$ cat src/rtl/refraction_direction_macros.svh
// Assertion macros shared by the refraction direction RTL.
`ifndef REFRACTION_DIRECTION_MACROS_SVH
`define REFRACTION_DIRECTION_MACROS_SVH

// Checked only while out of reset.
`define RFD_ASSERT(name, prop, msg) \
  name: assert property (@(posedge clk) disable iff (rst) prop) \
    else $error(msg);

// Checked on every edge, reset included.
`define RFD_ASSERT_ALWAYS(name, prop, msg) \
  name: assert property (@(posedge clk) prop) else $error(msg);

`endif

$ cat src/rtl/rfd_div_pipe.sv
// Pipelined restoring divider, one quotient bit per stage, with a sideband.
module rfd_div_pipe #(
  parameter int NW = 32,  // numerator width
  parameter int DW = 16,  // divisor width
  parameter int QW = 17,  // quotient bits; num >> QW must be below den
  parameter int SW = 1    // sideband width
) (
  input  logic          clk,
  input  logic          rst,
  input  logic          en,
  input  logic          in_valid,
  input  logic [NW-1:0] num,
  input  logic [DW-1:0] den,
  input  logic [SW-1:0] side_in,
  output logic          out_valid,
  output logic [QW-1:0] quo,
  output logic [DW-1:0] rem,
  output logic [DW-1:0] den_out,
  output logic [SW-1:0] side_out
);

  logic          vld    [QW+1];
  logic [DW-1:0] rem_s  [QW+1];
  logic [DW-1:0] den_s  [QW+1];
  logic [QW-1:0] lo_s   [QW+1];
  logic [SW-1:0] side_s [QW+1];

  assign vld[0]    = in_valid;
  assign rem_s[0]  = DW'(num[NW-1:QW]);
  assign den_s[0]  = den;
  assign lo_s[0]   = num[QW-1:0];
  assign side_s[0] = side_in;

  // lo_s shifts numerator bits out at the top and quotient bits in at the bottom
  for (genvar i = 0; i < QW; i++) begin : g_step
    logic [DW:0] trial;
    logic [DW:0] diff;
    logic        ge;

    assign trial = {rem_s[i], lo_s[i][QW-1]};
    assign diff  = trial - {1'b0, den_s[i]};
    assign ge    = trial >= {1'b0, den_s[i]};

    always_ff @(posedge clk) begin
      if (rst) begin
        vld[i+1] <= 1'b0;
      end else if (en) begin
        vld[i+1] <= vld[i];
      end
    end

    always_ff @(posedge clk) begin
      if (en) begin
        rem_s[i+1]  <= ge ? diff[DW-1:0] : trial[DW-1:0];
        den_s[i+1]  <= den_s[i];
        lo_s[i+1]   <= {lo_s[i][QW-2:0], ge};
        side_s[i+1] <= side_s[i];
      end
    end
  end

  assign out_valid = vld[QW];
  assign quo       = lo_s[QW];
  assign rem       = rem_s[QW];
  assign den_out   = den_s[QW];
  assign side_out  = side_s[QW];

endmodule

$ cat config.mk
export PLATFORM = sky130hd
export DESIGN_NAME = rfd_div_pipe
export DESIGN_NICKNAME = d
export VERILOG_FILES = /design/src/rtl/refraction_direction_macros.svh /design/src/rtl/rfd_div_pipe.sv
export SDC_FILE = /design/constraint.sdc
export NUM_CORES = 1
export LEC_CHECK = 0
export BUFFER_PORTS_ARGS = -buffer_cell sky130_fd_sc_hd__buf_4
export CORE_UTILIZATION = 50
export CTS_BUF_LIST = sky130_fd_sc_hd__clkbuf_16
export DETAILED_ROUTE_END_ITERATION = 16
export GPL_TIMING_DRIVEN = 0
export HOLD_SLACK_MARGIN = 0.15
export PLACE_DENSITY = 0.66
export SLEW_MARGIN = 20
export SYNTH_ARGS = -nofsm -noshare
export SYNTH_HDL_FRONTEND = slang
export SYNTH_SLANG_ARGS = --single-unit
$ cat constraint.sdc
create_clock -name clk -period 3.5 [get_ports clk]
set_input_delay 0.175 -clock clk [delete_from_list [all_inputs] [get_ports clk]]
set_output_delay 0.175 -clock clk [all_outputs]
set_load 0.02 [all_outputs]
==> impl_metrics.env <==
export IMPL_status="finished, final reports clean"
export IMPL_synth_top_family_by_area="compound AO/OA/AOI/OAI gates"
export IMPL_grt_usage_pct=18.3
export IMPL_cts_root_buffer="clkbuf_16"
export IMPL_busiest_layer="met2"
export IMPL_finalCritPeriodShare_pct=99.2
export IMPL_vias=25500
export IMPL_htreeDepth=3
export IMPL_wirelength_um=79200
export IMPL_final_cell_mix="850 x edfxtp_1, 359 x inv_1, 272 x ha_1"
export IMPL_setup_slack_ps=28.3
export IMPL_hp_class="primary input to register"
export IMPL_place_inst=4543
export IMPL_vias_per_cell=5.33
export IMPL_hold_start="num[11]"
export IMPL_p_total_uw=42600
export IMPL_grt_ovfl_total=0
export IMPL_maxSlewHeadroom_pct=35.0
export IMPL_cp_required_ps=3900
export IMPL_gp_congestion=0.901
export IMPL_die_y_um=295
export IMPL_final_nets=3902
export IMPL_p_leak_uw=0.0198
export IMPL_ios=104
export IMPL_syn_num_nets=3630
export IMPL_antenna_found_initial=0
export IMPL_grtUsageMet1_pct=24.6
export IMPL_cts_made_buffers=94
export IMPL_met3_usage_pct=2.69
export IMPL_synth_edf_count=850
export IMPL_worst_setup_path_end_kind="register"
export IMPL_synth_warnings=0
export IMPL_dr_pass1_iters=5
export IMPL_irDropWorstVdd_v=0.000483
export IMPL_dp_slack_ps=-205
export IMPL_port_buffer_count=102
export IMPL_max_cap_violations=0
export IMPL_antenna_left=0
export IMPL_synthMuxAreaShare_pct=5.71
export IMPL_fmax_ghz=0.288
export IMPL_drc=0
export IMPL_cp_max_fo=10
export IMPL_layout_drive_gt1_share_pct=15.1
export IMPL_cp_arrival_ps=3870
export IMPL_finalHoldWorstSlack_ps=230
export IMPL_final_cells=4784
export IMPL_die_w_um=295
export IMPL_synthXorXnorAreaFrac_pct=3.96
export IMPL_start_util_pct=50.4
export IMPL_worstSetupPathType="register to register"
export IMPL_final_hold_violation_count=0
export IMPL_start_kind="register"
export IMPL_maxSlewViolCount=0
export IMPL_r2r_slack_ps=30
export IMPL_synth_main_ff_cell="edfxtp_1"
export IMPL_cts_max_path_buffers=3
export IMPL_cts_tree="built"
export IMPL_dpl_hpwl_um=57200
export IMPL_synth_area_sq_mm=0.0429
export IMPL_cp_startpoint="den_s[27]"
export IMPL_clkSinkCount=867
export IMPL_grt_max_degree=109
export IMPL_num_fill_cells=6875
export IMPL_die_area_sq_mm=0.0870
export IMPL_clk_pin_slew_worst_paths_ps=60
export IMPL_synth_compound_area_share_pct=10.1
export IMPL_avgSynthCellArea_sq_um=13.0
export IMPL_setup_violations=0
export IMPL_finClkSkew_ps=42.3
export IMPL_synth_fa_ha_area_share_pct=8.72
export IMPL_synth_cells=3288
export IMPL_yosysTopAreaCellShare_pct=59.5
export IMPL_wl_per_cell_um=16.5
export IMPL_reg2reg_from="den_s[27]"
export IMPL_synth_area_top_cells="edfxtp_1 59%, ha_1 7.9%, mux2_2 4.5%"
export IMPL_placed_area_sq_mm=0.0454
export IMPL_rows=107
export IMPL_coreArea_sq_mm=0.0851
export IMPL_clk_insertion_delay_late_ps=660
export IMPL_ys_seq_elements=867
export IMPL_yosys_area_top_type="edfxtp_1"
export IMPL_grt_pass1_wl_um=127000
export IMPL_power_density_mw_per_mm2=861
export IMPL_n_antenna_cell=0
export IMPL_drtIter0Drc=1566
export IMPL_use_met2_pct=29.9
export IMPL_ys_async_sr_fraction_pct=0
export IMPL_synthSimpleGateAreaFrac_pct=7.06
export IMPL_period_minus_slack_ps=3470
export IMPL_area_growth_pct=15.2
export IMPL_grt_pass1_vias=24800
export IMPL_final_area_sq_mm=0.0494
export IMPL_worst_slew_pin_slew_ps=965
export IMPL_ys_types=85
export IMPL_layout_commonest_cell="edfxtp_1"
export IMPL_yosysSeqAreaShare_pct=60.3
==> worst paths after layout <==
kind,to,depth (start not counted)
max,rem[12],10
min,lo_s[284],2
max reg2reg,rem[12],10
min reg2reg,lo_s[231],0
==> per-stage QoR <==
stage	utilization [%]	setup TNS [ps]
2_1_floorplan	-	0
3_3_place_gp	53.0	-4138420
3_5_place_dp	53.3	-4220
4_1_cts	57.8	0
5_1_grt	58.1	-1.06
6_report	58.1	0
==> synthesized netlist by cell type (all sizes together), types with 52 or more instances <==
| cell | instances |
|---|---|
| edfxtp | 850 |
| inv | 349 |
| ha | 272 |
| nor2 | 231 |
| a21oi | 209 |
| mux2 | 177 |
| o21ai | 155 |
| xnor2 | 124 |
| nand2 | 103 |
| a21o | 84 |
| xor2 | 70 |
| buf | 54 |
| o21a | 52 |
==> registers in the layout, indices dropped and copies added, names as in the netlist <==
signal,cells
g_step.trial,272
den_s,256
lo_s,256
quo,17
den_out,16
rem,16
side_s,16
vld,16
out_valid,1
side_out,1
==> per-layer routing <==
layer  wire (um)  share of wire (%)
met5           0                  0
met2       37200                 47
met3        3900                4.9
met1       35500                 45
met4        2580                3.3
==> logic make-up (layout without fill, tap and decap cells) <==
logic type / after synthesis / count (layout)
buffers and inverters: 429 / 781
XOR/XNOR: 194 / 194
multiplexers: 220 / 220
adder cells (fa/ha/maj): 289 / 289
AND/OR/NAND/NOR: 616 / 616
AO/OA/AOI/OAI: 673 / 673
flip-flops: 867 / 867
==> power by group <==
group	switching, uW	internal [uW]
Combinational	8790	7920
Clock	4170	6060
Sequential	1030	14600
Total	14000	28600
==> area by class of cell <==
| cell class | instances | area, sq um | share of cell area, % |
|---|---|---|---|
| multi-input cells | 1992 | 15400 | 31.1 |
| repair buffers | 176 | 1660 | 3.35 |
| inverters | 349 | 1310 | 2.65 |
| plain buffers | 80 | 504 | 1.02 |
| clock buffers | 99 | 2480 | 5.01 |
| clock inverters | 77 | 791 | 1.60 |
| well taps | 1144 | 1430 | 2.90 |
| flip-flops and latches | 867 | 25900 | 52.3 |
==> worst max-delay path: stages, from the launching register on <==
cell	delay (ps)
edfxtp_1	390
inv_1	60
ha_1	260
clkbuf_1	260
nand3_1	330
nor4_1	820
nor2_1	80
o31a_1	320
buf_2	210
buf_6	180
mux2_2	300
==> timing repair <==
| item | in CTS | in global routing |
|---|---|---|
| setup buffers | 0 | 11 |
| endpoints found under the hold margin | 121 | 0 |
| pin swaps | 1 | 4 |
| setup endpoints to repair | 37 | 99 |
| resized for setup | 10 | 30 |
| hold buffers | 54 | 0 |
(Power assumes the default switching activity.)
