**src/rtl/refraction_direction_macros.svh**
```systemverilog
// Assertion macros shared by the refraction direction RTL.
`ifndef REFRACTION_DIRECTION_MACROS_SVH
`define REFRACTION_DIRECTION_MACROS_SVH

// Checked only while out of reset.
`define RFD_ASSERT(name, prop, msg) \
  name: assert property (@(posedge clk) disable iff (rst) prop) \
    else $error(msg);

// Checked on every edge, reset included.
`define RFD_ASSERT_ALWAYS(name, prop, msg) \
  name: assert property (@(posedge clk) prop) else $error(msg);

`endif

```
**src/rtl/rfd_isqrt_pipe.sv**
```systemverilog
// Pipelined floor square root, one root bit per stage, with a sideband.
module rfd_isqrt_pipe #(
  parameter int VW = 32,  // radicand width, even
  parameter int SW = 1    // sideband width
) (
  input  logic            clk,
  input  logic            rst,
  input  logic            en,
  input  logic            in_valid,
  input  logic [VW-1:0]   radicand,
  input  logic [SW-1:0]   side_in,
  output logic            out_valid,
  output logic [VW/2-1:0] root,
  output logic [SW-1:0]   side_out
);

  localparam int RW = VW / 2;

  logic          vld    [RW+1];
  logic [RW+1:0] rem_s  [RW+1];
  logic [RW-1:0] root_s [RW+1];
  logic [VW-1:0] v_s    [RW+1];
  logic [SW-1:0] side_s [RW+1];

  assign vld[0]    = in_valid;
  assign rem_s[0]  = '0;
  assign root_s[0] = '0;
  assign v_s[0]    = radicand;
  assign side_s[0] = side_in;

  for (genvar i = 0; i < RW; i++) begin : g_step
    logic [RW+3:0] cur;
    logic [RW+3:0] tr;
    logic [RW+3:0] diff;
    logic          ge;

    assign cur  = {rem_s[i], v_s[i][VW-1:VW-2]};
    assign tr   = {2'b00, root_s[i], 2'b01};
    assign diff = cur - tr;
    assign ge   = cur >= tr;

    always_ff @(posedge clk) begin
      if (rst) begin
        vld[i+1] <= 1'b0;
      end else if (en) begin
        vld[i+1] <= vld[i];
      end
    end

    always_ff @(posedge clk) begin
      if (en) begin
        rem_s[i+1]  <= ge ? diff[RW+1:0] : cur[RW+1:0];
        root_s[i+1] <= {root_s[i][RW-2:0], ge};
        v_s[i+1]    <= v_s[i] << 2;
        side_s[i+1] <= side_s[i];
      end
    end
  end

  assign out_valid = vld[RW];
  assign root      = root_s[RW];
  assign side_out  = side_s[RW];

endmodule

```
**config.mk**
```make
export PLATFORM = sky130hd
export DESIGN_NAME = rfd_isqrt_pipe
export DESIGN_NICKNAME = d
export VERILOG_FILES = /design/src/rtl/refraction_direction_macros.svh /design/src/rtl/rfd_isqrt_pipe.sv
export SDC_FILE = /design/constraint.sdc
export NUM_CORES = 1
export LEC_CHECK = 0
export BUFFER_PORTS_ARGS = -buffer_cell sky130_fd_sc_hd__buf_2
export CAP_MARGIN = 10
export CORE_ASPECT_RATIO = 0.9
export CORE_MARGIN = 4
export CORE_UTILIZATION = 63
export DETAILED_ROUTE_END_ITERATION = 8
export GPL_ROUTABILITY_DRIVEN = 0
export GPL_TIMING_DRIVEN = 0
export HOLD_SLACK_MARGIN = 0.05
export PLACE_DENSITY = 0.8
export SYNTH_ARGS = -nofsm -noshare
export SYNTH_HDL_FRONTEND = slang
export SYNTH_SLANG_ARGS = --single-unit
```
**constraint.sdc**
```tcl
create_clock -name clk -period 3.4 [get_ports clk]
set_clock_uncertainty 0.05 [all_clocks]
set_input_delay 0.17 -clock clk [delete_from_list [all_inputs] [get_ports clk]]
set_output_delay 0.17 -clock clk [all_outputs]
set_load 0.005 [all_outputs]
```
==> metrics.yaml, run 1 <==
netlist_area_sq_um: 29800
holdCritPathClass: "in2reg"
final_util: 0.718
hold_ws_ns: 0.233
critPathMaxFanout: 10
dp_cells: 2898
p_per_area_nw_per_um2: 608
grt.total_usage: 0.203
period_needed_ns: 3.30
htreeDepth: 3
insertion_delay_ns: 0.60
synthCells: 2224
cap_violations: 0
synth-async-reset-ratio: 0
synth_top_family_by_area: "simple AND/OR/NAND/NOR gates"
cts_tree: "built"
ys.flop_type: "edfxtp_1"
grt_first_pass_wirelength_um: 85600
instances_no_fill: 3052
final_cell_mix: "edfxtp_1, inv_1, nor2_1"
antenna_found_initial: 0
root_buffer: "clkbuf_16"
arrival_ns: 3.60
p_leak_uw: 0.0130
seq_area_frac_synth: 0.657
final_common_cell: "edfxtp_1"
core_sq_um: 46700
synth_xor_xnor_area_share: 0.0555
cts_made_buffers: 66
crit_type: "reg2reg"
synth.area.mux_share: 0.0192
num_io_pins: 55
avgSynthCellArea_sq_um: 13.4
synth_cell_types: 71
syn_nets: 2414
area_delta_synth_final_pct: 12.6
avgRoutedWirePerCell_um: 16.7
row_count: 75
ys_seq_elements: 658
route.detailed.drc: 0
die_w_um: 237
ant_nets: 0
setup_viol: 0
grt_max_degree: 145
clockBufferDepth: 3
drt_pre_antenna_iters: 8
clkTransAtPathRegs_ns: 0.06
worst_slew_pin_slew_ns: 0.764
slew_viol_final: 0
synth_fa_ha_area_frac: 0.0642
status: "completed"
grt_overflow_total: 0
start_kind: "flip-flop"
nets: 2580
placed_cell_area_sq_um: 31000
cts.sinks: 658
drt-initial-drc-count: 1700
dieArea_sq_um: 50900
post-route-period-util: 0.971
required_ns: 3.70
n_fill_cell: 2977
synth_edf_count: 642
synth-compound-area-share: 0.0836
rsz0062_at_grt: "no"
fmax_mhz: 303
ir_worst_vdd_uv: 554
power_uw: 20400
drive_gt1_frac: 0.0878
via_count: 17700
relSlewSlack: 0.485
dp_hpwl_um: 34700
critPathCaptureType: "flip-flop"
die_h_um: 214
synthSimpleGateAreaFrac: 0.0920
initial_core_util: 0.638
totalWireLength_um: 51000
via_per_inst: 5.79
grt_pass1_vias: 17500
fin_area_sq_um: 33600
port_buffers: 53
hold_viol: 0
insertedDiodeCount: 0
ys.warnings.count: 0
-- layout make-up --
type	count	area (sq um)	share of cell area
sequential	658	19600	0.584
timing repair buffer	99	813	0.0242
inverter	182	687	0.0205
clock buffer	83	1770	0.0527
buffer	37	156	0.00466
tap	616	771	0.0230
clock inverter	31	362	0.0108
multi-input combinational	1346	9400	0.280
-- kinds of logic (layout without fill, tap and decap cells) --
| family | count (synthesis) | in the layout |
|---|---|---|
| compound gates | 398 | 398 |
| xor+xnor | 189 | 189 |
| fa+ha+maj | 153 | 153 |
| buf+inv | 220 | 432 |
| flops | 658 | 658 |
| mux | 53 | 53 |
| other cells | 1 | 1 |
| simple gates | 552 | 552 |
-- report_power, final --
part | internal, uW | switching (uW)
Sequential | 9960 | 471
Clock | 4110 | 2940
Combinational | 1300 | 1640
-- stage by stage --
step	setup TNS (ns)	setup slack, ns
global placement	-4527.64	-7.52
global route	0	0.00934
floorplan	0	0.677
CTS	0	0.0181
finish	0	0.0996
detailed placement	-0.0240	-0.0189
-- sequential cells by signal, indices dropped and copies added (netlist names) --
register and count:
g_step.cur 280, v_s 210, g_step.tr 120, root 16, side_s 15, vld 15
out_valid 1, side_out 1
-- per-layer routing --
metal  wire length [um]  global-route usage  vias up
met2              24100               0.327      564
met1              22500               0.287     8415
met3               3240              0.0400      119
li1                   -                   -     8571
met4               1160              0.0551        0
met5                  0                   0        -
-- worst paths after layout --
kind / startpoint / cells after the start / slack (ns) / to
max reg2reg: g_step[13].cur[13] / 9 / 0.1 / g_step[14].cur[14]
min: radicand[11] / 2 / 0.23 / v_s[493]
min reg2reg: v_s[125] / 0 / 0.36 / g_step[14].cur[1]
max: g_step[13].cur[13] / 9 / 0.1 / g_step[14].cur[14]
-- repair_timing --
item,in CTS,in global routing
hold buffers,37,0
setup endpoints to repair,6,60
pin swaps,1,1
resized for setup,3,9
endpoints found under the hold margin,112,0
buffers inserted,0,4
-- synthesized netlist by cell type, types with 4 or more instances --
master,instances,area share
edfxtp_1,642,0.65
o31ai_1,12,0.0030
buf_2,8,0.0013
nor4_1,28,0.0059
nand3_1,28,0.0047
a211oi_1,18,0.0045
nand3b_1,5,0.0013
nand2_1,113,0.014
o22ai_1,4,0.00084
nor2b_1,25,0.0052
or4_1,13,0.0033
mux2i_1,20,0.0067
nor3b_1,4,0.0010
and2_1,5,0.0010
nor2_1,167,0.021
nand4_1,23,0.0048
mux2_2,33,0.012
a211o_1,5,0.0015
a21oi_1,133,0.022
xnor2_1,111,0.033
o21a_1,36,0.0091
a31oi_1,6,0.0013
inv_1,181,0.023
dfxtp_1,16,0.011
o211ai_1,7,0.0018
o41ai_1,5,0.0015
nand4b_1,5,0.0015
and3_1,10,0.0021
or3_1,25,0.0052
nor3_1,59,0.0099
or2_2,5,0.0010
o21bai_1,8,0.0020
nand2b_1,24,0.0050
o2111ai_1,5,0.0015
ha_1,153,0.064
a41oi_1,4,0.0012
clkbuf_1,26,0.0033
o21ai_0,86,0.014
a21o_1,42,0.011
xor2_1,78,0.023
-- critical path, stage by stage (launching register included) --
cell and delay [ns]:
edfxtp_1 0.42, ha_1 0.41, nand3_1 0.17, or4_1 0.58, nor3_1 0.35, nor2_1 0.13, o211ai_1 0.14, buf_4 0.21
buf_4 0.23, mux2_2 0.36
Power figures use the tool's default switching activity.
==> run 2: changes to the inputs <==
Settings changed: BUFFER_PORTS_ARGS -buffer_cell sky130_fd_sc_hd__buf_2 to -buffer_cell sky130_fd_sc_hd__buf_4.
==> run 2 against run 1 <==
Against the previous run: hold slack worse by 0.0014 ns; setup slack improved by 0.028 ns; via count rose by 0.61%; sequential share of layout area is 0.19 points lower; first-iteration DRC count shrank 1.8%; fmax increased by 0.87%.
==> metrics.yaml, run 2 (same netlist as run 1, synthesis figures left out) <==
drive_gt1_frac: 0.0912
cap_violations: 0
totalWireLength_um: 52100
insertedDiodeCount: 0
die_w_um: 237
instances_no_fill: 3062
hold_ws_ns: 0.232
route.detailed.drc: 0
avgRoutedWirePerCell_um: 17.0
grt_first_pass_wirelength_um: 86500
grt_overflow_total: 0
arrival_ns: 3.55
critPathCaptureType: "flip-flop"
cts_tree: "built"
required_ns: 3.68
final_util: 0.720
ir_worst_vdd_uv: 479
htreeDepth: 3
p_per_area_nw_per_um2: 605
final_cell_mix: "edfxtp_1, inv_1, nor2_1"
fin_area_sq_um: 33700
largest_reg_flops: 280
nets: 2583
antenna_found_initial: 0
worst_slew_pin_slew_ns: 0.717
slew_viol_final: 0
clockBufferDepth: 3
area_delta_synth_final_pct: 12.9
row_count: 75
via_per_inst: 5.81
power_uw: 20400
dieArea_sq_um: 50900
period_needed_ns: 3.27
critPathMaxFanout: 8
final_common_cell: "edfxtp_1"
relSlewSlack: 0.510
dp_hpwl_um: 34900
via_count: 17800
insertion_delay_ns: 0.61
grt.total_usage: 0.205
p_leak_uw: 0.0130
setup_viol: 0
drt_pre_antenna_iters: 6
port_buffers: 53
grt_pass1_vias: 17800
dp_cells: 2898
post-route-period-util: 0.962
initial_core_util: 0.638
hold_viol: 0
grt_max_degree: 143
ant_nets: 0
fmax_mhz: 306
start_kind: "flip-flop"
cts_made_buffers: 67
crit_type: "reg2reg"
root_buffer: "clkbuf_16"
placed_cell_area_sq_um: 31100
drt-initial-drc-count: 1670
num_io_pins: 55
holdCritPathClass: "in2reg"
core_sq_um: 46700
clkTransAtPathRegs_ns: 0.06
status: "completed"
cts.sinks: 658
die_h_um: 214
==> run 2: critical path, stage by stage (launching register included) <==
cell and delay [ns]:
edfxtp_1 0.37, inv_1 0.05, ha_1 0.26, buf_2 0.18, nand4_1 0.22, nor4_2 0.47, nor3_1 0.15, and4b_1 0.20
clkbuf_2 0.22, a2111o_1 0.49, nor3_1 0.23, xor2_1 0.11
==> run 2: cell type report <==
cell class	instances	area, sq um
buffer	37	154
fill	2957	13100
tap	616	771
multi-input combinational	1346	9410
clock inverter	48	388
timing repair buffer	101	958
inverter	182	687
clock buffer	74	1700
sequential	658	19600
==> run 2: repair_timing <==
action,4_1_cts,5_1_grt
endpoints found under the setup margin,9,57
hold buffers,37,0
setup buffers,0,6
endpoints found under the hold margin,114,0
pin swaps,0,2
resized for setup,1,11
cloned,0,0
==> run 2: worst paths after layout <==
kind,from,cells past startpoint,endpoint,slack [ns]
min reg2reg,v_s[455],0,v_s[425],0.37
max reg2reg,g_step[10].tr[7],11,g_step[11].cur[17],0.13
max,g_step[10].tr[7],11,g_step[11].cur[17],0.13
min,radicand[9],2,v_s[491],0.23
==> run 2: stage by stage <==
stage / setup TNS [ns] / setup slack [ns]
after floorplan: 0 / 0.677
after global placement: -1802.01 / -3.50
after detailed placement: -0.251 / -0.0490
after CTS: 0 / 0.00517
after global routing: -0.0242 / -0.0178
final: 0 / 0.128
==> run 2: metal layers <==
metal	share of wire	GRT usage	vias up
li1	-	-	8593
met5	0	0	-
met4	0.024	0.0625	0
met3	0.061	0.0408	115
met2	0.48	0.335	594
met1	0.44	0.283	8474
==> run 2: report_power, final <==
group,internal [uW],switching [uW]
Sequential,9960,478
Combinational,1310,1650
Clock,3900,3060
Total,15200,5190
